`src/design/mmn_pkg.sv`:
```
// ----------------------------------------------------------------------------
// mmn_pkg: shared types and constants of the min-max feature normalizer
// Widths, item codes, result status codes and the work descriptor that the
// front end hands to the back end.
// ----------------------------------------------------------------------------
package mmn_pkg;

  localparam int SlotCount  = 64;
  localparam int IdxW       = 6;
  localparam int SampleW    = 32;
  localparam int FracW      = 16;
  localparam int ScaledW    = FracW + 1;
  localparam int CfgW       = 7;
  localparam int RemW       = SampleW + 1;
  localparam int CntW       = $clog2(ScaledW);
  localparam int QueueDepth = 2;
  localparam int QPtrW      = $clog2(QueueDepth);
  localparam int QCntW      = $clog2(QueueDepth + 1);
  localparam int RowW       = 2 * SampleW;

  localparam logic [ScaledW-1:0] ScaledOne = ScaledW'(1) << FracW;

  typedef enum logic [1:0] {
    MODE_CLEAR = 2'd0,
    MODE_FIT   = 2'd1,
    MODE_APPLY = 2'd2
  } mode_e;

  typedef enum logic [2:0] {
    ST_OK         = 3'd0,
    ST_CLAMP_LOW  = 3'd1,
    ST_CLAMP_HIGH = 3'd2,
    ST_FLAT       = 3'd3,
    ST_BAD_IDX    = 3'd4
  } status_e;

  typedef enum logic {
    OP_FIT   = 1'b0,
    OP_APPLY = 1'b1
  } op_e;

  typedef enum logic [1:0] {
    BK_IDLE,
    BK_LOOK,
    BK_DIV,
    BK_EMIT
  } back_state_e;

  // One unit of work for the back end
  typedef struct packed {
    op_e                 op;
    logic                first;      // fit: column was unfitted, load both bounds
    logic                preset;     // apply: status already decided up front
    status_e             pre_status;
    logic [IdxW-1:0]     idx;
    logic [SampleW-1:0]  sample;
  } work_t;

endpackage

```
`src/design/mmn_queue.sv`:
```
// ----------------------------------------------------------------------------
// mmn_queue: short work queue between front and back end
// A two-entry register FIFO of work descriptors.
// ----------------------------------------------------------------------------
module mmn_queue import mmn_pkg::*; (
  input  logic  clk_i,
  input  logic  rst_ni,
  input  logic  push_i,
  input  work_t data_i,
  input  logic  pop_i,
  output work_t data_o,
  output logic  full_o,
  output logic  empty_o
);

  work_t             entry_q [QueueDepth];
  logic [QPtrW-1:0]  wr_ptr_q, rd_ptr_q;
  logic [QCntW-1:0]  count_q;

  assign full_o  = (count_q == QCntW'(QueueDepth));
  assign empty_o = (count_q == '0);
  assign data_o  = entry_q[rd_ptr_q];

  // Store pushed work
  always_ff @(posedge clk_i) begin
    if (push_i) begin
      entry_q[wr_ptr_q] <= data_i;
    end
  end

  // Advance pointers and fill count
  always_ff @(posedge clk_i or negedge rst_ni) begin
    if (!rst_ni) begin
      wr_ptr_q <= '0;
      rd_ptr_q <= '0;
      count_q  <= '0;
    end else begin
      if (push_i) begin
        wr_ptr_q <= (wr_ptr_q == QPtrW'(QueueDepth - 1)) ? '0 : wr_ptr_q + 1'b1;
      end
      if (pop_i) begin
        rd_ptr_q <= (rd_ptr_q == QPtrW'(QueueDepth - 1)) ? '0 : rd_ptr_q + 1'b1;
      end
      case ({push_i, pop_i})
        2'b10:   count_q <= count_q + 1'b1;
        2'b01:   count_q <= count_q - 1'b1;
        default: count_q <= count_q;
      endcase
    end
  end

endmodule

```
`config.mk`:
```
export PLATFORM = sky130hd
export DESIGN_NAME = mmn_queue
export DESIGN_NICKNAME = d
export VERILOG_FILES = /design/src/design/mmn_pkg.sv /design/src/design/mmn_queue.sv
export SDC_FILE = /design/constraint.sdc
export NUM_CORES = 1
export LEC_CHECK = 0
export BUFFER_PORTS_ARGS = -buffer_cell sky130_fd_sc_hd__buf_2
export CAP_MARGIN = 20
export CORE_ASPECT_RATIO = 0.9
export CORE_MARGIN = 2
export CORE_UTILIZATION = 56
export CTS_CLUSTER_DIAMETER = 50
export DETAILED_ROUTE_END_ITERATION = 8
export PLACE_DENSITY = 0.91
export SYNTH_ARGS = -nofsm -noshare
export SYNTH_HDL_FRONTEND = slang
export SYNTH_SLANG_ARGS = --single-unit
```
`constraint.sdc`:
```
create_clock -name clk_i -period 7.04 [get_ports clk_i]
set_input_delay 0.352 -clock clk_i [delete_from_list [all_inputs] [get_ports clk_i]]
set_output_delay 0.352 -clock clk_i [all_outputs]
set_load 0.05 [all_outputs]
```
* Word level (Yosys, flattened, before mapping) *
Memories as Yosys holds them, arrays and structs flattened.
Index checks and enable logic that the tools add are counted.
W data, S select, Z words.

storage, ports and cells
  flip-flop bits (word level) = 4
  memory bits (writable) = 88
  bits of input ports = 48
  word-level logic and storage cells = 18
  memories kept = 1

memory list
  name     words  bits a word  read ports  clocked after Yosys merged registers in  wr ports  RTL line         text
  entry_q  2      44           1           0                                        1         mmn_queue.sv:16  work_t entry_q [QueueDepth];

operators by class
  add/subtract/negate cells = 4
  eq/ne operators = 3
  mux-type cells = 5
  reductions and logical operators = 2

operator list
  cell                   number
  $eq A2 B2 Y1 const B   2
  $mux W1                4
  $pmux W2 S2            1
  $add A1 B1 Y1 const B  2
  $add A2 B1 Y2 const B  1
  $eq A2 B1 Y1 const B   1
  $logic_not A2 Y1       1
  $reduce_bool A2 Y1     1
  $sub A2 B1 Y2 const B  1

* Longest topological paths before layout *
  depth after elaboration = 2
  gate-level depth with buffers = 5
  mapped depth without buffers = 5

* Worst setup path before layout *
Ideal clock, no wire load.

  path kind = input to register
  start = input port push_i
  end = memory entry_q[0][0] (netlist name) (enable)
  arrival = 2259 ps
  path slack = 4335 ps
  cell stages on the path = 2
  buffers on the path = 0
  cells stage by stage = inv_1 nor2_1

on the way
  cells in the longest elaborated chain, start to end = 2

RTL lines
  element                        RTL line         text
  start: declaration             mmn_queue.sv:8   input logic push_i,
  $mux W1                        mmn_queue.sv:26  if (push_i) begin
  $mux W1 (implied by the code)  mmn_queue.sv:27  entry_q[wr_ptr_q] <= data_i;
  end: declaration               mmn_queue.sv:16

Every way passes these cells.

==> flow_metrics.env <==
export IMPL_detailed_place_hpwl_um=3730
export IMPL_rows=27
export IMPL_path_clk_slew_ns=0.08
export IMPL_most_common_layout_cells="sky130_fd_sc_hd__buf_2 (93), sky130_fd_sc_hd__edfxtp_1 (88), sky130_fd_sc_hd__mux2_4 (39), sky130_fd_sc_hd__clkbuf_8 (9), sky130_fd_sc_hd__mux2_2 (5)"
export IMPL_skew_ns=0.007131
export IMPL_h_tree_depth=3
export IMPL_setup_viol=0
export IMPL_first_global_vias=1771
export IMPL_power_share_combinational=0.424
export IMPL_std_cell_core_area_um2=6148
export IMPL_power_share_switching=0.4013
export IMPL_cellPowerDensity_nw_per_um2=468.3
export IMPL_total_leakage_power_nw=1.741
export IMPL_power_clock_fraction=0.182
export IMPL_place_gp_congestion=0.6743
export IMPL_worst_setup_path_startpoint="rd_ptr_q"
export IMPL_nets_in_the_synthesized_netlist=202
export IMPL_drt_pass1_iterations=4
export IMPL_fmax_ghz=0.3875
export IMPL_boundaryPins=94
export IMPL_clkLatencyLatePin_ns=0.33
export IMPL_finish_net_count=304
export IMPL_synth_seq_area_share=0.7705
export IMPL_count_of_mapped_cells_out_of_synthesis=153
export IMPL_mostFrequentLayoutCell="sky130_fd_sc_hd__buf_2"
export IMPL_yosys_cell_types_count=13
export IMPL_required_time_at_the_worst_slack_endpoint_ns=6.69
export IMPL_totalNegativeSetupSlack_ns=0
export IMPL_hold_path_class="in2reg"
export IMPL_critical_path_endpoint_type="output port"
export IMPL_cts_inserted_buffers=9
export IMPL_critical_path_startpoint_type="register"
export IMPL_multi_input_combinational_cell_area_um2=730.7
export IMPL_insertedDiodeCount=0
export IMPL_initial_cell_density_of_the_core=0.5790
export IMPL_timing_final_hold_violations=0
export IMPL_synthDominantAreaCellType="sky130_fd_sc_hd__edfxtp_1"
export IMPL_cts_tree="done"
export IMPL_worst_endpoint_arrival_ns=2.23
export IMPL_mappedNetlistArea_um2=3560
export IMPL_share_seq_of_total_power=0.394
export IMPL_areaGrowthSynthToFinish_pct=21.16
export IMPL_cts_num_sinks=92
export IMPL_final_layout_size_suffix_gt1_frac=0.6038
export IMPL_synthDominantCellAreaShare=0.7424
export IMPL_ys_top_cells_by_area="sky130_fd_sc_hd__edfxtp_1 (74%), sky130_fd_sc_hd__mux2_4 (16%), sky130_fd_sc_hd__dfrtp_1 (2.8%)"
export IMPL_final_period_minus_worst_setup_slack_ns=2.581
export IMPL_per_cell_via_count_in_the_routed_design=4.879
export IMPL_status="complete, no violations"
export IMPL_final_instance_count_excl_fill=347
export IMPL_grt_max_degree=45
export IMPL_floorplan_die_area_um2=7011
export IMPL_clk_path_buf_depth=2
export IMPL_global_route_wire_length_before_repair_um=8438
export IMPL_drt_drc_violations_left=0
export IMPL_p_switching_uw=810.5
export IMPL_clk_root_buffer_cell="sky130_fd_sc_hd__clkbuf_8"
export IMPL_groute_usage_overall=0.1681
export IMPL_synth_avg_cell_area_um2=23.27
export IMPL_type_of_the_worst_setup_path="reg2out"
export IMPL_post_place_cells=330
export IMPL_drtAntennaViolNets=0
export IMPL_chipWidth_um=88.04
export IMPL_fillers=395
export IMPL_number_of_antenna_violations_at_the_first_check_in_global_routing=0
export IMPL_cp_max_fo=24
export IMPL_max_cap_violations=0
export IMPL_origin_of_the_worst_min_delay_path="data_i[17]"
export IMPL_routed_wl_um=5493
export IMPL_unrepaired_setup_endpoints_after_global_routing="false"
export IMPL_floorplan_die_height_um=79.64
export IMPL_worstReg2RegStart="wr_ptr_q"
export IMPL_ys_seq_elements=92
export IMPL_power_internal_mw=1.209
export IMPL_timing_final_crit_share=0.3666
export IMPL_dr_wl_cell_um=15.83
export IMPL_timing_slew_headroom=0.2970
export IMPL_num_vias=1693
export IMPL_final_max_slew_viol_count=0
export IMPL_portBuffers=93
export IMPL_cts_setup_buffers=0
export IMPL_gr_total_overflow=0
export IMPL_peakVddDrop_mv=0.2649
export IMPL_register_area_um2=2744
export IMPL_worst_slew_pin_transition_ns=1.055
export IMPL_drt_iter0_markers=50
export IMPL_ys_warnings_count=0
==> registers in the layout, indices dropped and copies added (netlist names) <==
register,count
wr_ptr_q,1
count_q,2
rd_ptr_q,1
entry_q,88
==> logic make-up after synthesis <==
group / count (synthesis) / share of synthesized area
fa+ha+maj: 1 / 0.003514
flops: 92 / 0.7705
mux: 44 / 0.1803
buf+inv: 6 / 0.02671
xor+xnor: 5 / 0.01230
simple gates: 5 / 0.006680
==> critical path, cell delays in order, from the launching register on <==
cell	delay [ns]
sky130_fd_sc_hd__dfrtp_2	0.83
sky130_fd_sc_hd__buf_4	0.50
sky130_fd_sc_hd__mux2_4	0.34
sky130_fd_sc_hd__buf_2	0.21
==> layout make-up <==
| cell class | instances | area share |
|---|---|---|
| Clock buffer | 9 | 0.02872 |
| Clock inverter | 7 | 0.02118 |
| Inverter | 1 | 0.0008703 |
| Multi-Input combinational cell | 55 | 0.1694 |
| Sequential cell | 92 | 0.6362 |
| Tap cell | 87 | 0.02524 |
| Timing Repair Buffer | 96 | 0.1184 |
==> metrics by stage <==
step,total power [mW],utilization,hold WS [ns],area [um2],setup slack [ns]
detailed placement,1.673,0.6648,0.1611,4088,4.816
global placement,1.649,0.6604,0.1588,4060,4.828
finish,2.020,0.7015,0.1994,4313,4.459
CTS,2.037,0.7015,0.1802,4313,4.424
floorplan,1.551,-,0.05641,3560,4.335
global route,2.103,0.7015,0.1713,4313,4.345
==> per-layer routing <==
metal,part of all wire,global-route usage,vias to the layer above,wire [um]
li1,-,-,797,-
met1,0.40,0.1945,817,2210
met2,0.50,0.2758,72,2759
met3,0.085,0.07239,7,468
met4,0.010,0.06818,0,55
met5,0,0,-,0
==> final timing paths <==
check	slack [ns]	endpoint	cells past startpoint
max	4.46	data_o[0]	3
min	0.20	entry_q[0][17]	1
max reg2reg	5.33	entry_q[1][2]	1
min reg2reg	0.50	count_q[1]	1
max in group asynchronous	6.56	rd_ptr_q	2
min in group asynchronous	0.36	wr_ptr_q	2
==> what timing repair did <==
item | 4_1_cts | 5_1_grt
endpoints found under the hold margin | 4 | 0
resized for setup | 0 | 0
hold buffers | 1 | 0
==> cells in the mapped netlist <==
| library cell | number |
|---|---|
| sky130_fd_sc_hd__and2_1 | 1 |
| sky130_fd_sc_hd__nor2_1 | 3 |
| sky130_fd_sc_hd__xor2_1 | 3 |
| sky130_fd_sc_hd__ha_1 | 1 |
| sky130_fd_sc_hd__mux2_4 | 39 |
| sky130_fd_sc_hd__inv_1 | 1 |
| sky130_fd_sc_hd__buf_12 | 4 |
| sky130_fd_sc_hd__buf_6 | 1 |
| sky130_fd_sc_hd__mux2_2 | 5 |
| sky130_fd_sc_hd__nor2b_1 | 1 |
| sky130_fd_sc_hd__xnor2_1 | 2 |
| sky130_fd_sc_hd__edfxtp_1 | 88 |
| sky130_fd_sc_hd__dfrtp_1 | 4 |
==> power by group through the flow <==
stage,combinational [mW],clock (mW),sequential (mW)
after detailed placement,0.863,0,0.810
after global routing,0.897,0.398,0.809
after floorplan,0.783,0,0.768
after global placement,0.845,0,0.803
after CTS,0.866,0.374,0.798
final,0.857,0.367,0.796
Note: power is estimated with default switching activity, not from simulation.
