--- src/design/mmn_pkg.sv ---
// ----------------------------------------------------------------------------
// mmn_pkg: shared types and constants of the min-max feature normalizer
// Widths, item codes, result status codes and the work descriptor that the
// front end hands to the back end.
// ----------------------------------------------------------------------------
package mmn_pkg;

  localparam int SlotCount  = 64;
  localparam int IdxW       = 6;
  localparam int SampleW    = 32;
  localparam int FracW      = 16;
  localparam int ScaledW    = FracW + 1;
  localparam int CfgW       = 7;
  localparam int RemW       = SampleW + 1;
  localparam int CntW       = $clog2(ScaledW);
  localparam int QueueDepth = 2;
  localparam int QPtrW      = $clog2(QueueDepth);
  localparam int QCntW      = $clog2(QueueDepth + 1);
  localparam int RowW       = 2 * SampleW;

  localparam logic [ScaledW-1:0] ScaledOne = ScaledW'(1) << FracW;

  typedef enum logic [1:0] {
    MODE_CLEAR = 2'd0,
    MODE_FIT   = 2'd1,
    MODE_APPLY = 2'd2
  } mode_e;

  typedef enum logic [2:0] {
    ST_OK         = 3'd0,
    ST_CLAMP_LOW  = 3'd1,
    ST_CLAMP_HIGH = 3'd2,
    ST_FLAT       = 3'd3,
    ST_BAD_IDX    = 3'd4
  } status_e;

  typedef enum logic {
    OP_FIT   = 1'b0,
    OP_APPLY = 1'b1
  } op_e;

  typedef enum logic [1:0] {
    BK_IDLE,
    BK_LOOK,
    BK_DIV,
    BK_EMIT
  } back_state_e;

  // One unit of work for the back end
  typedef struct packed {
    op_e                 op;
    logic                first;      // fit: column was unfitted, load both bounds
    logic                preset;     // apply: status already decided up front
    status_e             pre_status;
    logic [IdxW-1:0]     idx;
    logic [SampleW-1:0]  sample;
  } work_t;

endpackage

--- src/design/mmn_ram.sv ---
// ----------------------------------------------------------------------------
// mmn_ram: generic single-write, single-read RAM
// One write port and one read port with registered read data.
// ----------------------------------------------------------------------------
module mmn_ram #(
  parameter int Width = 8,
  parameter int Depth = 16
) (
  input  logic                     clk_i,
  input  logic                     we_i,
  input  logic [$clog2(Depth)-1:0] waddr_i,
  input  logic [Width-1:0]         wdata_i,
  input  logic                     re_i,
  input  logic [$clog2(Depth)-1:0] raddr_i,
  output logic [Width-1:0]         rdata_o
);

  logic [Width-1:0] mem_q [Depth];
  logic [Width-1:0] rdata_q;

  // Write and registered read
  always_ff @(posedge clk_i) begin
    if (we_i) begin
      mem_q[waddr_i] <= wdata_i;
    end
    if (re_i) begin
      rdata_q <= mem_q[raddr_i];
    end
  end

  assign rdata_o = rdata_q;

endmodule

--- src/design/mmn_back.sv ---
// ----------------------------------------------------------------------------
// mmn_back: bounds table, fit update and scaling divider
// Takes work from the queue, reads the column bounds from RAM, folds fit
// samples into them, and runs in-range apply items through a restoring
// divider; every apply result goes into the output register.
// ----------------------------------------------------------------------------
module mmn_back import mmn_pkg::*; (
  input  logic                clk_i,
  input  logic                rst_ni,
  input  work_t               q_data_i,
  input  logic                q_empty_i,
  output logic                q_pop_o,
  output logic                out_valid_o,
  input  logic                out_ready_i,
  output logic [ScaledW-1:0]  scaled_o,
  output logic [2:0]          status_o
);

  back_state_e          state_q, state_d;
  work_t                cur_q, cur_d;
  logic [RemW-1:0]      rem_q, rem_d;
  logic [RemW-1:0]      den_q, den_d;
  logic [ScaledW-1:0]   quo_q, quo_d;
  logic [CntW-1:0]      cnt_q, cnt_d;
  logic [ScaledW-1:0]   res_scaled_q, res_scaled_d;
  status_e              res_status_q, res_status_d;
  logic                 out_valid_q, out_valid_d;
  logic [ScaledW-1:0]   scaled_q, scaled_d;
  status_e              status_q, status_d;

  logic                 ram_we;
  logic [RowW-1:0]      ram_wdata;
  logic [RowW-1:0]      ram_rdata;
  logic signed [SampleW-1:0] lo, hi, smp;
  logic [RemW-1:0]      trial;
  logic                 ge;
  logic [RemW-1:0]      rest;

  // Bounds table: upper half is the maximum, lower half the minimum
  mmn_ram #(
    .Width (RowW),
    .Depth (SlotCount)
  ) u_bounds (
    .clk_i   (clk_i),
    .we_i    (ram_we),
    .waddr_i (cur_q.idx),
    .wdata_i (ram_wdata),
    .re_i    (q_pop_o),
    .raddr_i (q_data_i.idx),
    .rdata_o (ram_rdata)
  );

  assign lo  = ram_rdata[SampleW-1:0];
  assign hi  = ram_rdata[RowW-1:SampleW];
  assign smp = cur_q.sample;

  // One restoring division step
  assign trial = rem_q;
  assign ge    = (trial >= den_q);
  assign rest  = ge ? (trial - den_q) : trial;

  // Sequencer for fit and apply work
  always_comb begin
    state_d      = state_q;
    cur_d        = cur_q;
    rem_d        = rem_q;
    den_d        = den_q;
    quo_d        = quo_q;
    cnt_d        = cnt_q;
    res_scaled_d = res_scaled_q;
    res_status_d = res_status_q;
    out_valid_d  = out_valid_q && !out_ready_i;
    scaled_d     = scaled_q;
    status_d     = status_q;
    q_pop_o      = 1'b0;
    ram_we       = 1'b0;
    ram_wdata    = {cur_q.sample, cur_q.sample};

    case (state_q)
      BK_IDLE: begin
        if (!q_empty_i) begin
          q_pop_o = 1'b1;
          cur_d   = q_data_i;
          state_d = BK_LOOK;
        end
      end

      BK_LOOK: begin
        if (cur_q.op == OP_FIT) begin
          // Fold the sample into the bounds
          ram_we = 1'b1;
          if (!cur_q.first) begin
            ram_wdata[SampleW-1:0]    = (smp < lo) ? smp : lo;
            ram_wdata[RowW-1:SampleW] = (smp > hi) ? smp : hi;
          end
          state_d = BK_IDLE;
        end else begin
          res_scaled_d = '0;
          res_status_d = ST_OK;
          state_d      = BK_EMIT;
          if (cur_q.preset) begin
            res_status_d = cur_q.pre_status;
          end else if (hi <= lo) begin
            res_status_d = ST_FLAT;
          end else if (smp < lo) begin
            res_status_d = ST_CLAMP_LOW;
          end else if (smp > hi) begin
            res_scaled_d = ScaledOne;
            res_status_d = ST_CLAMP_HIGH;
          end else begin
            // Load numerator and range into the divider
            rem_d   = {smp[SampleW-1], smp} - {lo[SampleW-1], lo};
            den_d   = {hi[SampleW-1], hi} - {lo[SampleW-1], lo};
            quo_d   = '0;
            cnt_d   = '0;
            state_d = BK_DIV;
          end
        end
      end

      BK_DIV: begin
        quo_d = {quo_q[ScaledW-2:0], ge};
        rem_d = {rest[RemW-2:0], 1'b0};
        cnt_d = cnt_q + 1'b1;
        if (cnt_q == CntW'(ScaledW - 1)) begin
          res_scaled_d = {quo_q[ScaledW-2:0], ge};
          state_d      = BK_EMIT;
        end
      end

      BK_EMIT: begin
        // Hand the result to the output register once it is free
        if (!out_valid_q || out_ready_i) begin
          out_valid_d = 1'b1;
          scaled_d    = res_scaled_q;
          status_d    = res_status_q;
          state_d     = BK_IDLE;
        end
      end

      default: begin
        state_d = BK_IDLE;
      end
    endcase
  end

  always_ff @(posedge clk_i or negedge rst_ni) begin
    if (!rst_ni) begin
      state_q     <= BK_IDLE;
      out_valid_q <= 1'b0;
    end else begin
      state_q     <= state_d;
      out_valid_q <= out_valid_d;
    end
  end

  always_ff @(posedge clk_i) begin
    cur_q        <= cur_d;
    rem_q        <= rem_d;
    den_q        <= den_d;
    quo_q        <= quo_d;
    cnt_q        <= cnt_d;
    res_scaled_q <= res_scaled_d;
    res_status_q <= res_status_d;
    scaled_q     <= scaled_d;
    status_q     <= status_d;
  end

  assign out_valid_o = out_valid_q;
  assign scaled_o    = scaled_q;
  assign status_o    = status_q;

endmodule

--- config.mk ---
export PLATFORM = sky130hd
export DESIGN_NAME = mmn_back
export DESIGN_NICKNAME = d
export VERILOG_FILES = /design/src/design/mmn_pkg.sv /design/src/design/mmn_ram.sv /design/src/design/mmn_back.sv
export SDC_FILE = /design/constraint.sdc
export NUM_CORES = 2
export LEC_CHECK = 0
export ABC_CLOCK_PERIOD_IN_PS = 10600
export BUFFER_PORTS_ARGS = -buffer_cell sky130_fd_sc_hd__clkbuf_2
export CAP_MARGIN = 0
export CORE_AREA = 2 2 757 759
export DETAILED_ROUTE_END_ITERATION = 6
export DIE_AREA = 0 0 759 761
export SYNTH_ARGS = -nofsm -noshare
export SYNTH_HDL_FRONTEND = slang
export SYNTH_SLANG_ARGS = --single-unit
--- constraint.sdc ---
create_clock -name clk_i -period 10.6 [get_ports clk_i]
set_input_delay 1.59 -clock clk_i [delete_from_list [all_inputs] [get_ports clk_i]]
set_output_delay 1.59 -clock clk_i [all_outputs]
set_load 0.1 [all_outputs]
== Word level (Yosys, flattened, before mapping) ==
Memory sizes are Yosys's and may differ from the RTL's. A register that Yosys moved wholly into a read port is not among the register bits.
Cells that the tools add are included.

* $add $sub $neg: 4
* $lt $le $gt $ge: 4
* Eq/ne operators: 12
* Muxes and demuxes: 52
* Bitwise operators: 5
* Reduce and logical (&&, ||, !) cells: 13

{| class="wikitable"
|+ Operators with widths
! cell !! count
|-
| $mux W64 || 3
|-
| $mux W33 || 5
|-
| $mux W17 || 6
|-
| $mux W32 || 3
|-
| $mux W16 || 5
|-
| $pmux W33 S2 || 1
|-
| $sub A32 B32 Y33 || 2
|-
| $pmux W17 S2 || 1
|-
| $ge A33 B33 Y1 || 1
|-
| $gt A32 B32 Y1 || 1
|-
| $le A32 B32 Y1 || 1
|-
| $lt A32 B32 Y1 || 1
|-
| $pmux W16 S2 || 1
|-
| $sub A32 B32 Y32 || 1
|-
| $mux W5 || 5
|-
| $ne A2 B2 Y1 const B || 8
|-
| $mux W2 || 7
|-
| $mux W1 || 12
|-
| $reduce_and A6 Y1 || 2
|-
| $pmux W5 S2 || 1
|-
| $pmux W2 S4 || 1
|-
| $reduce_and A2 Y1 || 3
|-
| $reduce_and A3 Y1 || 2
|-
| $add A5 B1 Y5 const B || 1
|-
| 10 further kinds || 16
|}

* Flip-flop bits (word level): 174
* Bits in writable memories: 4096
* Input port bits: 48
* Logic and storage cells: 107
* Memories kept: 1

{| class="wikitable"
|+ Memory list
! memory !! words !! bits a word !! read ports !! clocked after Yosys merged registers in !! wr ports !! RTL line !! RTL
|-
| u_bounds.mem_q || 64 || 64 || 1 || 1 || 1 || mmn_ram.sv:18 || <nowiki>logic [Width-1:0] mem_q [Depth];</nowiki>
|}

== Logic depth before layout (Yosys ltp) ==
* Word-level depth: 7
* Gate-level depth with buffers: 14
* Depth with buffers taken out: 12

== Cells and area by module ==
A second synthesis with hierarchy kept.

* Cells, all modules: 7912
* Area, all modules: 170501.0 µm²

{| class="wikitable"
|+ By module, submodules not included
! module !! instances !! cells each !! area an instance (µm²) !! seq. area each (µm²)
|-
| mmn_ram || 1 || 6598 || 156975.6 || 124919.8
|-
| mmn_back || 1 || 1314 || 13525.5 || 5210.0
|}

== Worst setup path after synthesis ==
OpenSTA, ideal clock, no wires.

* Path type: input to output
* From: input port q_empty_i
* To: output port q_pop_o
* Arrival time: 10.899 ns
* Required time: 9.010 ns
* Slack: -1.889 ns
* Stages on the path: 1
* Path buffers: 0
* Cell sequence: nor3_1

* Longest elaborated chain between the ends: 2

{| class="wikitable"
|+ Ends and longest elaborated chain
! item !! RTL line !! RTL
|-
| from (decl) || mmn_back.sv:11 || <nowiki>input logic q_empty_i,</nowiki>
|-
| $mux W1 || mmn_back.sv:81 || <nowiki>if (!q_empty_i) begin</nowiki>
|-
| $mux W1 || mmn_back.sv:79 || <nowiki>case (state_q)</nowiki>
|-
| to (decl) || mmn_back.sv:12 || <nowiki>output logic q_pop_o,</nowiki>
|}

Every way passes these cells.

== Worst setup path in the final report ==
* From: register cur_q, in the netlist smp[21]
* To: memory u_bounds.mem_q[33][61] (netlist bit), data pin

* Longest elaborated chain between the ends: 5

{| class="wikitable"
|+ Ends and longest elaborated chain
! item !! RTL line !! RTL
|-
| from (decl) || mmn_back.sv:20 || <nowiki>work_t cur_q, cur_d;</nowiki>
|-
| from (signal assigned) || mmn_back.sv:158 || <nowiki>cur_q <= cur_d;</nowiki>
|-
| $gt A32 B32 Y1 || mmn_back.sv:94 || <nowiki>ram_wdata[RowW-1:SampleW] = (smp > hi) ? smp : hi;</nowiki>
|-
| $mux W32 || mmn_back.sv:94 ||
|-
| $mux W64 || mmn_back.sv:92 || <nowiki>if (!cur_q.first) begin</nowiki>
|-
| $mux W64 || mmn_back.sv:89 || <nowiki>if (cur_q.op == OP_FIT) begin</nowiki>
|-
| $mux W64 || mmn_back.sv:79 ||
|-
| via ram_wdata[61] || mmn_back.sv:32 || <nowiki>logic [RowW-1:0] ram_wdata;</nowiki>
|-
| to (decl) || mmn_ram.sv:18 ||
|}

The timed path passes the listed nets, and every way through them passes these cells.

==> flow_metrics.tcl <==
set metrics [dict create \
    status "finished, final reports clean" \
    cp_max_fo 64 \
    rsz0062_at_grt "no" \
    relSlewSlack 0.0404 \
    fin_crit_sh 0.581 \
    finalHoldViolCount 0 \
    worst_slew_pin_slew_ps 1440 \
    setup-violations-final 0 \
    ys_seq_area_frac 0.765 \
    ctsLongestPathBuffers 4 \
    drt-vias-per-instance 5.35 \
    holdBufCountCts 0 \
    hold_class "reg -> reg" \
    grt_pass1_wl_um 683000 \
    synth-seq-cells 4334 \
    die_h_um 761 \
    final_nets 7834 \
    dieWidth_um 759 \
    core_area_um2 570000 \
    path_clk_slew_ps 60 \
    fin_worst_skew_ps 191 \
    utilization 0.342 \
    max_freq_mhz 162 \
    start_kind "flip-flop" \
    layout_common_cells "edfxtp_1, mux4_2, clkbuf_16" \
    clock_sinks 4334 \
    switching_power_mw 10.0 \
    post_drt_wl_per_cell_um 32.3 \
    fin_ws_ps 4440 \
    post-cts-setup-buffers 0 \
    synth.cell_area_um2 170000 \
    cts.repair.resized 0 \
    cts_made_buffers 433 \
    clk_latency_ps 1080 \
    fill_cells 52200 \
    areaGrowthSynthToFinish_pct 14.7 \
    p_int_mw 30.0 \
    place_congestion 0.877 \
    p_clk_frac 0.374 \
    synth_edf_count 4331 \
    dp_slack_ps 4660 \
    antenna_found_initial 20 \
    numPortBuffers 69 \
    ioPinCount 70 \
    drt-total-wl_um 503000 \
    worstPathRequired_ps 11170 \
    cts_root_buffer "clkbuf_16" \
    ant_nets 0 \
    end_kind "flip-flop" \
    synthArstFlopShare 0.000692 \
    combPwrFrac 0.117 \
    ir_worst_vdd_mv 0.183 \
    dp_hpwl_um 260000 \
    layout_commonest_cell "edfxtp_1" \
    grt_pass1_vias 82600 \
    cts_tree "done" \
    vias 83300 \
    track_usage 0.168 \
    first_pass_iters 6 \
    grt_overflow 0 \
    dieArea_um2 578000 \
    synthesis.nets 7406 \
    arrival_ps 6730 \
    drv_cap 0 \
    htreeDepth 5 \
    fin_crit_ps 6160 \
    drv_slew 0 \
    syn_inst 7223 \
    remaining_drc_errors 0 \
    start_util 0.298 \
    p_sw_frac 0.250 \
    synthFlopType "edfxtp_1" \
    initialDrtViolationCount 12300 \
    finalSetupTns_ps 0 \
    drive_gt1_frac 0.299 \
    synth_cell_types 76 \
    ys.warnings.count 0 \
    p_per_area_nw_per_um2 205 \
    grt_max_degree 155 \
    avgSynthCellArea_um2 23.6 \
    critPathKind "reg -> reg" \
    p_seq_frac 0.509 \
    row_count 278 \
    p_leak_nw 60.2 \
]
Yosys cell counts, types with 26 or more instances:
cell type	instances	area (um2)
o21a_1	26	195
mux2i_1	29	290
buf_2	79	395
inv_1	123	462
clkbuf_1	184	691
mux2_1	29	327
mux2_2	33	372
nor2_1	147	552
nand2_1	83	312
buf_1	39	146
a21oi_1	96	480
mux4_2	1344	30300
a21o_1	64	480
edfxtp_1	4331	130000
buf_4	32	240
ha_1	132	1650
xnor2_1	49	429
o21ai_0	61	305
power by group through the flow:
stage / combinational (mW) / clock (mW) / sequential (mW)
after floorplan: 2.96 / 0 / 20.8
after global placement: 4.45 / 0 / 20.7
after detailed placement: 4.61 / 0 / 20.7
after CTS: 4.63 / 15.2 / 20.4
after global routing: 5.00 / 15.8 / 20.4
final: 4.69 / 15.0 / 20.4
layer usage:
| metal | wire (um) | track usage |
|---|---|---|
| met5 | 13 | 0 |
| met4 | 18800 | 0.0568 |
| met3 | 46300 | 0.0313 |
| met2 | 246000 | 0.281 |
| met1 | 191000 | 0.220 |
cells by family after synthesis:
kind of cell               Yosys count  share of synthesized area
and+or+nand+nor                    417                     0.0118
muxes                             1435                      0.184
AOI/OAI and AO/OA                  370                     0.0146
adders and majority gates          135                     0.0101
buffers and inverters              462                     0.0117
DFF                               4334                      0.765
xor gates and xnor gates            70                    0.00360
registers in the layout (all words and copies together), names as in the netlist, named ones only:
signal            flops
rem_q                33
cur_q                12
den_q                33
res_scaled_q         17
state_q               1
out_valid_o           1
cnt_q                 5
res_status_q          3
u_bounds.mem_q     4096
status_o              3
quo_q                16
scaled_o             17
u_bounds.rdata_o     64
smp                  32
final cells by class:
cell class	instances	area [um2]	share of cell area
repair buffers	332	2610	0.0133
multi-input cells	2427	38700	0.198
clock inverters	273	2630	0.0135
diodes	6	15.0	0.0000769
clock buffers	529	11200	0.0576
flip-flops and latches	4334	130000	0.667
inverters	123	462	0.00237
well taps	7560	9460	0.0485
metrics by stage:
step	power [mW]	area, um2	hold WS (ps)	std cells
final	40.1	195000	417	15600
after global routing	41.2	195000	428	15600
after CTS	40.2	195000	396	15600
after detailed placement	25.3	181000	405	14800
after global placement	25.2	181000	402	14800
after floorplan	23.7	170000	400	7223
final timing paths:
check / start / cells past startpoint / slack, ps / end
worst max-delay path: smp[21] / 11 / 4440 / u_bounds.mem_q[33][61]
worst min-delay path: res_scaled_q[10] / 0 / 420 / scaled_o[10]
worst max register to register: smp[21] / 11 / 4440 / u_bounds.mem_q[33][61]
worst min register to register: res_scaled_q[10] / 0 / 420 / scaled_o[10]
max in group asynchronous: rst_ni / 1 / 9990 / state_q[0]
min in group asynchronous: rst_ni / 1 / 470 / out_valid_o
critical path, stage by stage (launching register included):
cell and delay, ps:
edfxtp_1 460, ha_1 380, a21o_1 180, a21o_1 200, a21o_1 190, a21oi_1 400
nor2_1 140, a2111oi_2 630, a41oi_2 690, nor2_4 660, buf_4 650, mux2_2 980
(Power assumes the default switching activity.)
