--- config.mk ---
export PLATFORM = sky130hd
export DESIGN_NAME = mmn_front
export DESIGN_NICKNAME = d
export VERILOG_FILES = /design/src/design/mmn_pkg.sv /design/src/design/mmn_front.sv
export SDC_FILE = /design/constraint.sdc
export NUM_CORES = 1
export LEC_CHECK = 0
export BUFFER_PORTS_ARGS = -buffer_cell sky130_fd_sc_hd__buf_2
export CAP_MARGIN = 20
export CORE_MARGIN = 2
export CORE_UTILIZATION = 30
export CTS_BUF_LIST = sky130_fd_sc_hd__clkbuf_4
export DETAILED_ROUTE_END_ITERATION = 7
export GPL_ROUTABILITY_DRIVEN = 0
export SYNTH_ARGS = -nofsm -noshare
export SYNTH_HDL_FRONTEND = slang
export SYNTH_SLANG_ARGS = --single-unit
--- constraint.sdc ---
create_clock -name clk_i -period 8.05 [get_ports clk_i]
set_clock_uncertainty 0.1 [all_clocks]
set_input_delay 2.415 -clock clk_i [delete_from_list [all_inputs] [get_ports clk_i]]
set_output_delay 2.415 -clock clk_i [all_outputs]
set_load 0.01 [all_outputs]
--- src/design/mmn_pkg.sv ---
// ----------------------------------------------------------------------------
// mmn_pkg: shared types and constants of the min-max feature normalizer
// Widths, item codes, result status codes and the work descriptor that the
// front end hands to the back end.
// ----------------------------------------------------------------------------
package mmn_pkg;

  localparam int SlotCount  = 64;
  localparam int IdxW       = 6;
  localparam int SampleW    = 32;
  localparam int FracW      = 16;
  localparam int ScaledW    = FracW + 1;
  localparam int CfgW       = 7;
  localparam int RemW       = SampleW + 1;
  localparam int CntW       = $clog2(ScaledW);
  localparam int QueueDepth = 2;
  localparam int QPtrW      = $clog2(QueueDepth);
  localparam int QCntW      = $clog2(QueueDepth + 1);
  localparam int RowW       = 2 * SampleW;

  localparam logic [ScaledW-1:0] ScaledOne = ScaledW'(1) << FracW;

  typedef enum logic [1:0] {
    MODE_CLEAR = 2'd0,
    MODE_FIT   = 2'd1,
    MODE_APPLY = 2'd2
  } mode_e;

  typedef enum logic [2:0] {
    ST_OK         = 3'd0,
    ST_CLAMP_LOW  = 3'd1,
    ST_CLAMP_HIGH = 3'd2,
    ST_FLAT       = 3'd3,
    ST_BAD_IDX    = 3'd4
  } status_e;

  typedef enum logic {
    OP_FIT   = 1'b0,
    OP_APPLY = 1'b1
  } op_e;

  typedef enum logic [1:0] {
    BK_IDLE,
    BK_LOOK,
    BK_DIV,
    BK_EMIT
  } back_state_e;

  // One unit of work for the back end
  typedef struct packed {
    op_e                 op;
    logic                first;      // fit: column was unfitted, load both bounds
    logic                preset;     // apply: status already decided up front
    status_e             pre_status;
    logic [IdxW-1:0]     idx;
    logic [SampleW-1:0]  sample;
  } work_t;

endpackage

--- src/design/mmn_front.sv ---
// ----------------------------------------------------------------------------
// mmn_front: item intake and classification
// Holds the column count register and the fitted flags, handles clear items
// on its own and queues apply work and in-range fit work for the back end.
// ----------------------------------------------------------------------------
module mmn_front import mmn_pkg::*; (
  input  logic                clk_i,
  input  logic                rst_ni,
  input  logic                cfg_we_i,
  input  logic [CfgW-1:0]     cfg_wdata_i,
  input  logic                in_valid_i,
  output logic                in_ready_o,
  input  logic [1:0]          mode_i,
  input  logic [IdxW-1:0]     feature_index_i,
  input  logic [SampleW-1:0]  sample_i,
  input  logic                q_full_i,
  output logic                q_push_o,
  output work_t               q_data_o
);

  logic [CfgW-1:0]      features_q;
  logic [SlotCount-1:0] flags_q, flags_d;
  logic                 accept;
  logic                 col_ok;
  logic                 fitted;
  logic                 is_fit;
  logic                 is_apply;

  assign in_ready_o = !q_full_i;
  assign accept     = in_valid_i && in_ready_o;
  assign col_ok     = {1'b0, feature_index_i} < features_q;
  assign fitted     = flags_q[feature_index_i];
  assign is_fit     = (mode_i == MODE_FIT);
  assign is_apply   = (mode_i == MODE_APPLY);

  // Classify the item and build the work descriptor
  always_comb begin
    q_push_o            = accept && ((is_fit && col_ok) || is_apply);
    q_data_o.op         = is_apply ? OP_APPLY : OP_FIT;
    q_data_o.first      = !fitted;
    q_data_o.preset     = !col_ok || !fitted;
    q_data_o.pre_status = col_ok ? ST_FLAT : ST_BAD_IDX;
    q_data_o.idx        = feature_index_i;
    q_data_o.sample     = sample_i;
  end

  // Drop all flags on clear, mark a column on a valid fit
  always_comb begin
    flags_d = flags_q;
    if (accept && mode_i == MODE_CLEAR) begin
      flags_d = '0;
    end else if (accept && is_fit && col_ok) begin
      flags_d[feature_index_i] = 1'b1;
    end
  end

  always_ff @(posedge clk_i or negedge rst_ni) begin
    if (!rst_ni) begin
      features_q <= CfgW'(SlotCount);
      flags_q    <= '0;
    end else begin
      if (cfg_we_i) begin
        features_q <= cfg_wdata_i;
      end
      flags_q <= flags_d;
    end
  end

endmodule

### Yosys cells after proc, flatten, opt, wreduce, memory -nomap -nowiden

Cells that the tools add are included.

* logic and storage cells: 30
* output and inout bits: 46
* input bits: 52
* flip-flop bits (word level): 71

* bitwise operators: 1
* $lt $le $gt $ge: 3
* reduce and logical (&&, ||, !) cells: 14
* mux-type cells: 8
* equality and inequality tests: 2

Operator list (number)
* $mux 64: 2
* $or 64x64->64: 1
* $logic_and 1x1->1: 7
* $lt 6x7->1: 1
* $lt 6x7->1 const B: 1
* $bmux 1 s6: 1
* $demux 1 s6: 1
* $ge 6x1->1 const B: 1
* $logic_not 1->1: 3
* $mux 1: 3
* $mux 3: 1
* $eq 2x1->1 const B: 1
* $eq 2x2->1 const B: 1
* $logic_not 2->1: 1
* $logic_or 1x1->1: 2
* $reduce_bool 2->1: 1

### Depth between registers and ports, before layout

Gate-level depths: netlist of run 1.

* depth in word-level cells: 7
* mapped depth: 9
* gate-level depth less buffers: 7

### Worst setup path after synthesis of run 1

OpenSTA, ideal clock, no wires.

* path type: input -> output
* start point: input port feature_index_i[1]
* end point: output port q_data_o[42] (netlist bit)
* data arrival time: 3791 ps
* required time: 5535 ps
* path slack: 1744 ps
* path buffers: 1
* stages on the path: 6
* cells stage by stage: buf_6 mux4_1 nand3b_1 o211ai_1 a2111o_1 nor2_1

RTL lines
* start: declaration: RTL line mmn_front.sv:14 `input logic [IdxW-1:0] feature_index_i,`
* end: declaration: RTL line mmn_front.sv:18 `output work_t q_data_o`

==> summary.json, run 1 <==
{
  "run_status": {
    "outcome": "finished, final reports clean"
  },
  "detailed_routing": {
    "totalWireLength_mm": 8.89,
    "drt.antenna.violating_nets": 0,
    "via_count": 2692,
    "drt-pass1-iter-count": 4,
    "wl_per_cell_um": 18.3,
    "initialDrtViolationCount": 284,
    "routed_via_density": 5.55,
    "drc": 0
  },
  "layout": {
    "fin_nets": 365,
    "finalInstanceArea_um2": 3980,
    "mostFrequentLayoutCells": "70 x sky130_fd_sc_hd__dfrtp_1, 64 x sky130_fd_sc_hd__a32o_1, 33 x sky130_fd_sc_hd__buf_2",
    "finalNonFillerCells": 485,
    "layout.cells.most_common": "sky130_fd_sc_hd__dfrtp_1",
    "diodes": 0,
    "fraction_of_final_layout_cells_sized_beyond_drive_strength_1_pct": 21.7,
    "synthesis_to_finish_area_growth_pct": 3.89
  },
  "timing": {
    "worstMarginPinSlew_ps": 985,
    "holdWs_ps": 400,
    "fmaxAchievable_mhz": 144,
    "rsz0062_at_grt": "false",
    "setup-tns-final_ps": 0,
    "post-route-min-period_ps": 6920,
    "slew-limit-headroom_pct": 34.1,
    "report.final.slew_viol_count": 0,
    "final_hold_viol_count": 0,
    "post-route-period-util_pct": 86.0,
    "setup_viol_count_final": 0
  },
  "yosys": {
    "synth_enable_flop_cells": 0,
    "ys_ff_latch": 71,
    "yosys-top-cells-area": "sky130_fd_sc_hd__dfrtp_1 46%, sky130_fd_sc_hd__a32o_1 17%, sky130_fd_sc_hd__buf_4 9.0%",
    "postSynth.topFlopCell": "sky130_fd_sc_hd__dfrtp_1",
    "mappedNetlistNets": 388,
    "syn-instance-count": 331,
    "netlist-cell-type-count": 45,
    "yosysTopAreaCellShare_pct": 45.8,
    "synthDominantAreaCellType": "sky130_fd_sc_hd__dfrtp_1",
    "synth.cell_area_um2": 3830,
    "asyncSetResetFlopFracSynth_pct": 100,
    "avgSynthCellArea_um2": 11.6,
    "yosys_warnings": 0,
    "yosysSeqAreaShare_pct": 46.5
  },
  "clock_tree": {
    "cts-buffers-inserted": 9,
    "clock_tree.htree_level_count": 3,
    "cts_tree": "built",
    "maximum_count_of_clock_buffers_along_a_single_path": 2,
    "cts_resized": 0,
    "clkSlewWorstSetupHoldPaths_ps": 110,
    "cts_root_buf": "sky130_fd_sc_hd__clkbuf_4",
    "postCtsHoldBufs": 0,
    "cts_sinks": 71,
    "clock_insertion_delay_worst_skew_ps": 430,
    "post_cts_setup_buffers": 0
  },
  "grt": {
    "groute.usage.overall_pct": 13.6,
    "antenna_found_initial": 0,
    "globalRoute.totalOverflow": 0,
    "grt_start_max_net_pins": 72,
    "first_global_vias": 2655,
    "global_route_wire_length_before_repair_mm": 14.2
  },
  "floorplanning": {
    "core_area_um2": 12500,
    "ios": 98,
    "chip_height_um": 117,
    "die_width_um": 117,
    "initial_utilization_pct": 30.6,
    "full_die_area_um2": 13700,
    "std_cell_rows": 41
  },
  "placed_design": {
    "placedInstanceArea_um2": 3800,
    "io_buffers": 33,
    "dpl.cell_count": 469,
    "detailedPlacementHpwl_mm": 5.48
  },
  "critical_path": {
    "cpMostUsedCell": "sky130_fd_sc_hd__buf_2",
    "worst_path_max_delay_cell": "sky130_fd_sc_hd__buf_2",
    "critical_path.endpoint_type": "primary output",
    "crit_arrival_ps": 4410,
    "critical_path.top_delay_family": "buffers and inverters",
    "timing.critical_path.required_ps": 5540,
    "crit_fanout": 32,
    "timing_worst_setup_path_type": "input pin to primary output",
    "worstPathBufferInverterCount": 2,
    "path_cells": "buf_2 > mux4_2 > mux2i_1 > o211ai_1 > a2111o_1 > nor2_1 > buf_2",
    "max_stage_delay_ps": 610,
    "cp_launch_type": "input pin"
  },
  "pwr": {
    "peak_supply_drop_mv": 0.0581,
    "ratio_of_total_power_to_cell_area_nw_per_um2": 184,
    "leakagePower_nw": 1.75
  },
  "job": {
    "cap_violations": 0
  },
  "min_path": {
    "holdCritPathClass": "register to register"
  }
}
-- synth_stat cells, types with 4 or more instances --
master	n
sky130_fd_sc_hd__o22ai_1	7
sky130_fd_sc_hd__mux2_2	5
sky130_fd_sc_hd__buf_4	46
sky130_fd_sc_hd__nor2_1	14
sky130_fd_sc_hd__mux4_2	4
sky130_fd_sc_hd__buf_1	4
sky130_fd_sc_hd__nand2b_1	5
sky130_fd_sc_hd__buf_2	7
sky130_fd_sc_hd__mux2i_1	13
sky130_fd_sc_hd__dfrtp_1	70
sky130_fd_sc_hd__clkbuf_1	11
sky130_fd_sc_hd__o21ai_0	9
sky130_fd_sc_hd__a32o_1	64
sky130_fd_sc_hd__nor2b_1	7
sky130_fd_sc_hd__nand2_1	13
sky130_fd_sc_hd__inv_1	9
sky130_fd_sc_hd__ha_1	5
-- per-stage QoR --
stage	power [mW]	util, %	setup slack (ps)
after floorplan	0.449	-	1740
after global placement	0.456	30.2	1140
after detailed placement	0.459	30.3	1110
after CTS	0.740	31.8	1110
after global routing	0.768	31.8	992
final	0.733	31.8	1130
-- routing by layer --
metal / global-route usage (%) / share of wire, % / up-vias
li1: - / - / 1187
met3: 4.17 / 6.4 / 17
met1: 17.6 / 44 / 1391
met2: 21.5 / 48 / 97
met4: 5.33 / 1.8 / 0
met5: 0 / 0 / -
-- path summary, 6_finish.rpt --
kind / startpoint / to / slack (ps) / depth (start not counted)
worst max-delay path: feature_index_i[2] / q_data_o[42] / 1130 / 7
worst min-delay path: flags_q[9] / flags_q[9] / 400 / 1
worst max register to register: features_q[3] / flags_q[47] / 5500 / 8
worst min register to register: flags_q[9] / flags_q[9] / 400 / 1
max in group asynchronous: rst_ni / flags_q[63] / 5170 / 2
min in group asynchronous: rst_ni / features_q[0] / 2070 / 2
-- state kept, by name, indices dropped and copies added, names as in the netlist --
| register | count |
|---|---|
| features_q | 7 |
| flags_q | 64 |
-- cell families after synthesis --
kind of cell | count (synthesis) | share of synthesized area [%]
buffers and inverters | 79 | 12.9
adders and majority gates | 5 | 1.63
DFF | 71 | 46.5
muxes | 24 | 8.60
AOI/OAI and AO/OA | 98 | 22.8
and+or+nand+nor | 54 | 7.58
-- where the power goes --
group	switching [mW]	internal [mW]	total [mW]	leakage (nW)
Combinational	0.0543	0.0277	0.0820	0.681
Clock	0.127	0.155	0.282	0.0950
Sequential	0.00398	0.365	0.369	0.975
-- cell type report --
cell class,instances,area [µm²]
clock buffers,9,67.6
clock inverters,7,111
fillers,1310,8540
inverters,9,33.8
multi-input cells,181,1570
flip-flops and latches,71,1780
well taps,172,215
repair buffers,36,200
(Power assumes the default switching activity.)
==> inputs of run 2 (changes only) <==
--- a/config.mk
+++ b/config.mk
@@ -7,7 +7,6 @@
 export LEC_CHECK = 0
 export BUFFER_PORTS_ARGS = -buffer_cell sky130_fd_sc_hd__buf_2
 export CAP_MARGIN = 20
-export CORE_MARGIN = 2
 export CORE_UTILIZATION = 30
 export CTS_BUF_LIST = sky130_fd_sc_hd__clkbuf_4
 export DETAILED_ROUTE_END_ITERATION = 7
==> run 2 against run 1 <==
- via count rose by 0.33%
- critical path type unchanged
- first-iteration DRC count fell by 25%
- hold slack worse by 4.8 ps
- highest routed layer unchanged
- largest power group unchanged
- die area down 3.4%
==> summary.json, run 2 (synthesized netlist as in run 1, its figures left out) <==
{
  "critical_path": {
    "timing.rr.start": "features_q[3]",
    "timing.reg2reg.worst_path_depth": 8,
    "timing.reg2reg.setup_slack_ps": 5560,
    "critical_path.endpoint_type": "primary output",
    "worst_path_max_delay_cell": "sky130_fd_sc_hd__buf_2",
    "cp_launch_type": "input pin",
    "critPathLaunch": "feature_index_i[2]",
    "cpMostUsedCell": "sky130_fd_sc_hd__buf_2",
    "r2r_end": "flags_q[57]",
    "timing.critical_path.required_ps": 5540,
    "crit_arrival_ps": 4430,
    "max_stage_delay_ps": 610,
    "crit_fanout": 32,
    "worstPathBufferInverterCount": 2,
    "path_cells": "buf_2 > mux4_2 > mux2i_1 > o211ai_1 > a2111o_1 > o22ai_2 > buf_2",
    "critical_path.top_delay_family": "buffers and inverters",
    "timing_worst_setup_path_type": "input pin to primary output"
  },
  "layout": {
    "fillers": 1259,
    "fraction_of_final_layout_cells_sized_beyond_drive_strength_1_pct": 22.3,
    "top_regs": "flags_q: 64 flops, features_q: 7 flops",
    "diodes": 0,
    "fin_nets": 366,
    "synthesis_to_finish_area_growth_pct": 3.96,
    "largest_reg_flops": 64,
    "layout.cells.most_common": "sky130_fd_sc_hd__dfrtp_1",
    "largest-register": "flags_q",
    "finalInstanceArea_um2": 3980,
    "mostFrequentLayoutCells": "70 x sky130_fd_sc_hd__dfrtp_1, 64 x sky130_fd_sc_hd__a32o_1, 33 x sky130_fd_sc_hd__buf_2"
  },
  "floorplanning": {
    "die_width_um": 115,
    "ios": 98,
    "initial_utilization_pct": 31.3,
    "full_die_area_um2": 13200,
    "std_cell_rows": 40,
    "core_area_um2": 12200,
    "chip_height_um": 115
  },
  "pwr": {
    "peak_supply_drop_mv": 0.0971,
    "leakagePower_nw": 1.75,
    "ratio_of_total_power_to_cell_area_nw_per_um2": 184
  },
  "clock_tree": {
    "post_cts_setup_buffers": 0,
    "postCtsHoldBufs": 0,
    "cts_resized": 0,
    "cts-buffers-inserted": 9,
    "clock_tree.htree_level_count": 3,
    "maximum_count_of_clock_buffers_along_a_single_path": 2,
    "cts_root_buf": "sky130_fd_sc_hd__clkbuf_4",
    "clock_insertion_delay_worst_skew_ps": 410,
    "cts_sinks": 71,
    "clkSlewWorstSetupHoldPaths_ps": 110,
    "cts_tree": "built"
  },
  "run_status": {
    "outcome": "finished, final reports clean"
  },
  "timing": {
    "final_hold_viol_count": 0,
    "report.final.slew_viol_count": 0,
    "fmaxAchievable_mhz": 144,
    "setup_viol_count_final": 0,
    "post-route-period-util_pct": 86.3,
    "worstMarginPinSlew_ps": 948,
    "setup-tns-final_ps": 0,
    "slew-limit-headroom_pct": 36.6,
    "post-route-min-period_ps": 6950,
    "rsz0062_at_grt": "false",
    "final.setup.worst_slack_ps": 1100
  },
  "grt": {
    "global_route_wire_length_before_repair_mm": 13.6,
    "grt_start_max_net_pins": 72,
    "first_global_vias": 2503,
    "globalRoute.totalOverflow": 0,
    "antenna_found_initial": 0,
    "groute.usage.overall_pct": 13.7
  },
  "detailed_routing": {
    "totalWireLength_mm": 8.70,
    "initialDrtViolationCount": 212,
    "via_count": 2701,
    "drc": 0,
    "wl_per_cell_um": 18.1,
    "drt-pass1-iter-count": 5,
    "routed_via_density": 5.60,
    "drt.antenna.violating_nets": 0
  },
  "min_path": {
    "whs_path_depth": 1,
    "terminating_pin_of_the_worst_hold_path": "flags_q[60]",
    "startpoint_of_the_most_critical_hold_path": "flags_q[60]",
    "holdCritPathClass": "register to register"
  },
  "placed_design": {
    "dp_slack_ps": 1110,
    "detailedPlacementHpwl_mm": 5.36,
    "placedInstanceArea_um2": 3800,
    "io_buffers": 33
  },
  "job": {
    "cap_violations": 0
  }
}
-- run 2: routing by layer --
layer	vias up	track usage (%)	wire length [µm]
met5	-	0	0
met1	1364	17.1	3770
met3	23	4.11	654
met2	123	22.0	4090
li1	1191	-	-
met4	0	6.06	187
-- run 2: cell type report --
class	count	area [µm²]	area share [%]
multi-input combinational	181	1570	39.5
timing repair buffer	37	208	5.22
clock buffer	9	67.6	1.70
clock inverter	7	111	2.80
tap	168	210	5.28
inverter	9	33.8	0.849
sequential	71	1780	44.7
-- run 2: how the worst max path moves through the flow --
stage / end / cells after the start
after CTS: q_data_o[41] / 7
after global routing: q_data_o[41] / 7
final: q_data_o[41] / 7
after floorplan: q_data_o[42] / 6
after global placement: q_data_o[41] / 7
after detailed placement: q_data_o[41] / 7
-- run 2: where the power goes --
group	internal, mW	switching, mW
Combinational	0.0278	0.0541
Sequential	0.365	0.00397
Clock	0.155	0.127
-- run 2: stage by stage --
| stage | std cells | total power [mW] | hold slack (ps) | util (%) |
|---|---|---|---|---|
| 3_3_place_gp | 465 | 0.456 | 367 | 31.0 |
| 3_5_place_dp | 466 | 0.459 | 374 | 31.1 |
| 4_1_cts | 482 | 0.738 | 399 | 32.6 |
| 2_1_floorplan | 331 | 0.449 | 357 | - |
| 6_report | 482 | 0.733 | 396 | 32.6 |
| 5_1_grt | 482 | 0.764 | 413 | 32.6 |
==> inputs of run 3 (changes only) <==
--- a/config.mk
+++ b/config.mk
@@ -8,7 +8,7 @@
 export BUFFER_PORTS_ARGS = -buffer_cell sky130_fd_sc_hd__buf_2
 export CAP_MARGIN = 20
 export CORE_UTILIZATION = 30
-export CTS_BUF_LIST = sky130_fd_sc_hd__clkbuf_4
+export CTS_BUF_LIST = sky130_fd_sc_hd__clkbuf_4 sky130_fd_sc_hd__clkbuf_8
 export DETAILED_ROUTE_END_ITERATION = 7
 export GPL_ROUTABILITY_DRIVEN = 0
 export SYNTH_ARGS = -nofsm -noshare
==> run 3 against run 2 <==
- first-iteration DRC count grew 7.1%
- non-clock buffer count stayed put
- die area stayed put
- critical path depth unchanged
- sequential share of layout area shrank 0.73 points
- clock power grew 23%
- hold slack got worse by 7.3 ps
- largest power group unchanged
- highest routed layer unchanged
- via count shrank 1.6%
- largest cell class unchanged
- maximum frequency decreased by 0.17%
==> summary.json, run 3 (synthesized netlist as in run 1, its figures left out) <==
{
  "run_status": {
    "outcome": "finished, final reports clean"
  },
  "layout": {
    "top_regs": "flags_q: 64 flops, features_q: 7 flops",
    "fraction_of_final_layout_cells_sized_beyond_drive_strength_1_pct": 22.6,
    "finalNonFillerCells": 482,
    "fin_nets": 366,
    "largest_reg_flops": 64,
    "final_core_utilization_pct": 33.1,
    "diodes": 0,
    "finalInstanceArea_um2": 4050,
    "largest-register": "flags_q",
    "mostFrequentLayoutCells": "70 x sky130_fd_sc_hd__dfrtp_1, 64 x sky130_fd_sc_hd__a32o_1, 33 x sky130_fd_sc_hd__buf_2",
    "layout.cells.most_common": "sky130_fd_sc_hd__dfrtp_1",
    "synthesis_to_finish_area_growth_pct": 5.69
  },
  "pwr": {
    "p_total_mw": 0.797,
    "power.sequential.fraction_pct": 46.3,
    "power_frac_clock_pct": 43.4,
    "leakagePower_nw": 1.78,
    "internal_power_mw": 0.606,
    "peak_supply_drop_mv": 0.0866,
    "power.share.combinational_pct": 10.3,
    "ratio_of_total_power_to_cell_area_nw_per_um2": 197,
    "sw_frac_of_total_pct": 24.0,
    "power.net_switching_mw": 0.191
  },
  "detailed_routing": {
    "initialDrtViolationCount": 227,
    "drt-pass1-iter-count": 4,
    "drc": 0,
    "drt.antenna.violating_nets": 0,
    "via_count": 2658,
    "routed_via_density": 5.51,
    "wl_per_cell_um": 18.0,
    "totalWireLength_mm": 8.67
  },
  "placed_design": {
    "dpl.cell_count": 466,
    "dp_slack_ps": 1110,
    "placedInstanceArea_um2": 3800,
    "io_buffers": 33,
    "detailedPlacementHpwl_mm": 5.36
  },
  "grt": {
    "global_route_wire_length_before_repair_mm": 13.6,
    "groute.usage.overall_pct": 13.8,
    "grt_start_max_net_pins": 72,
    "first_global_vias": 2489,
    "globalRoute.totalOverflow": 0,
    "antenna_found_initial": 0
  },
  "clock_tree": {
    "maximum_count_of_clock_buffers_along_a_single_path": 2,
    "clock_insertion_delay_worst_skew_ps": 340,
    "cts-buffers-inserted": 9,
    "cts_resized": 0,
    "cts_tree": "built",
    "post_cts_setup_buffers": 0,
    "cts_sinks": 71,
    "clkSlewWorstSetupHoldPaths_ps": 70,
    "cts_root_buf": "sky130_fd_sc_hd__clkbuf_8",
    "clock_tree.htree_level_count": 3,
    "postCtsHoldBufs": 0
  },
  "critical_path": {
    "worst_path_max_delay_cell": "sky130_fd_sc_hd__buf_2",
    "worstPathBufferInverterCount": 2,
    "crit_arrival_ps": 4450,
    "r2r_end": "flags_q[24]",
    "timing.rr.start": "features_q[3]",
    "timing_worst_setup_path_type": "input pin to primary output",
    "max_stage_delay_ps": 620,
    "path_cells": "buf_2 > mux4_2 > mux2i_1 > o211ai_1 > a2111o_1 > o22ai_2 > buf_2",
    "cp_launch_type": "input pin",
    "timing.reg2reg.setup_slack_ps": 5580,
    "timing.critical_path.required_ps": 5540,
    "critical_path.endpoint_type": "primary output",
    "cpMostUsedCell": "sky130_fd_sc_hd__buf_2",
    "critical_path.top_delay_family": "buffers and inverters",
    "timing.reg2reg.worst_path_depth": 8,
    "crit_fanout": 32
  },
  "floorplanning": {
    "die_width_um": 115,
    "std_cell_rows": 40,
    "core_area_um2": 12200,
    "chip_height_um": 115,
    "full_die_area_um2": 13200,
    "initial_utilization_pct": 31.3,
    "ios": 98
  },
  "job": {
    "cap_violations": 0
  },
  "timing": {
    "final_hold_viol_count": 0,
    "worstMarginPinSlew_ps": 924,
    "setup-tns-final_ps": 0,
    "post-route-min-period_ps": 6960,
    "final.setup.worst_slack_ps": 1090,
    "rsz0062_at_grt": "false",
    "report.final.slew_viol_count": 0,
    "fmaxAchievable_mhz": 144,
    "holdWs_ps": 388,
    "post-route-period-util_pct": 86.5,
    "slew-limit-headroom_pct": 38.1,
    "setup_viol_count_final": 0
  },
  "min_path": {
    "whs_path_depth": 1,
    "startpoint_of_the_most_critical_hold_path": "flags_q[60]",
    "holdCritPathClass": "register to register",
    "terminating_pin_of_the_worst_hold_path": "flags_q[60]"
  }
}
==> run 3: how the worst max path moves through the flow <==
stage	startpoint	to	slack, ps	cells past startpoint
global route	feature_index_i[2]	q_data_o[41]	1000	7
finish	feature_index_i[2]	q_data_o[41]	1090	7
detailed placement	feature_index_i[2]	q_data_o[41]	1110	7
global placement	feature_index_i[2]	q_data_o[41]	1130	7
floorplan	feature_index_i[1]	q_data_o[42]	1740	6
CTS	feature_index_i[2]	q_data_o[41]	1100	7
==> run 3: power by group through the flow <==
stage / sequential (mW) / clock [mW] / combinational [mW]
after detailed placement: 0.376 / 0 / 0.0826
after CTS: 0.369 / 0.353 / 0.0827
after global routing: 0.370 / 0.366 / 0.0913
final: 0.369 / 0.346 / 0.0817
after floorplan: 0.375 / 0 / 0.0744
after global placement: 0.376 / 0 / 0.0807
==> run 3: layout make-up <==
class / instances / area, µm²
Clock buffer: 10 / 138
Clock inverter: 6 / 108
Fill cell: 1247 / 8170
Inverter: 9 / 33.8
Multi-Input combinational cell: 181 / 1570
Sequential cell: 71 / 1780
Tap cell: 168 / 210
Timing Repair Buffer: 37 / 208
==> run 3: metal layers <==
layer | vias to the layer above | track usage [%] | wire (µm)
met1 | 1340 | 17.5 | 3780
met2 | 103 | 22.0 | 4100
met5 | - | 0 | 0
met3 | 24 | 2.74 | 583
li1 | 1191 | - | -
met4 | 0 | 7.62 | 214
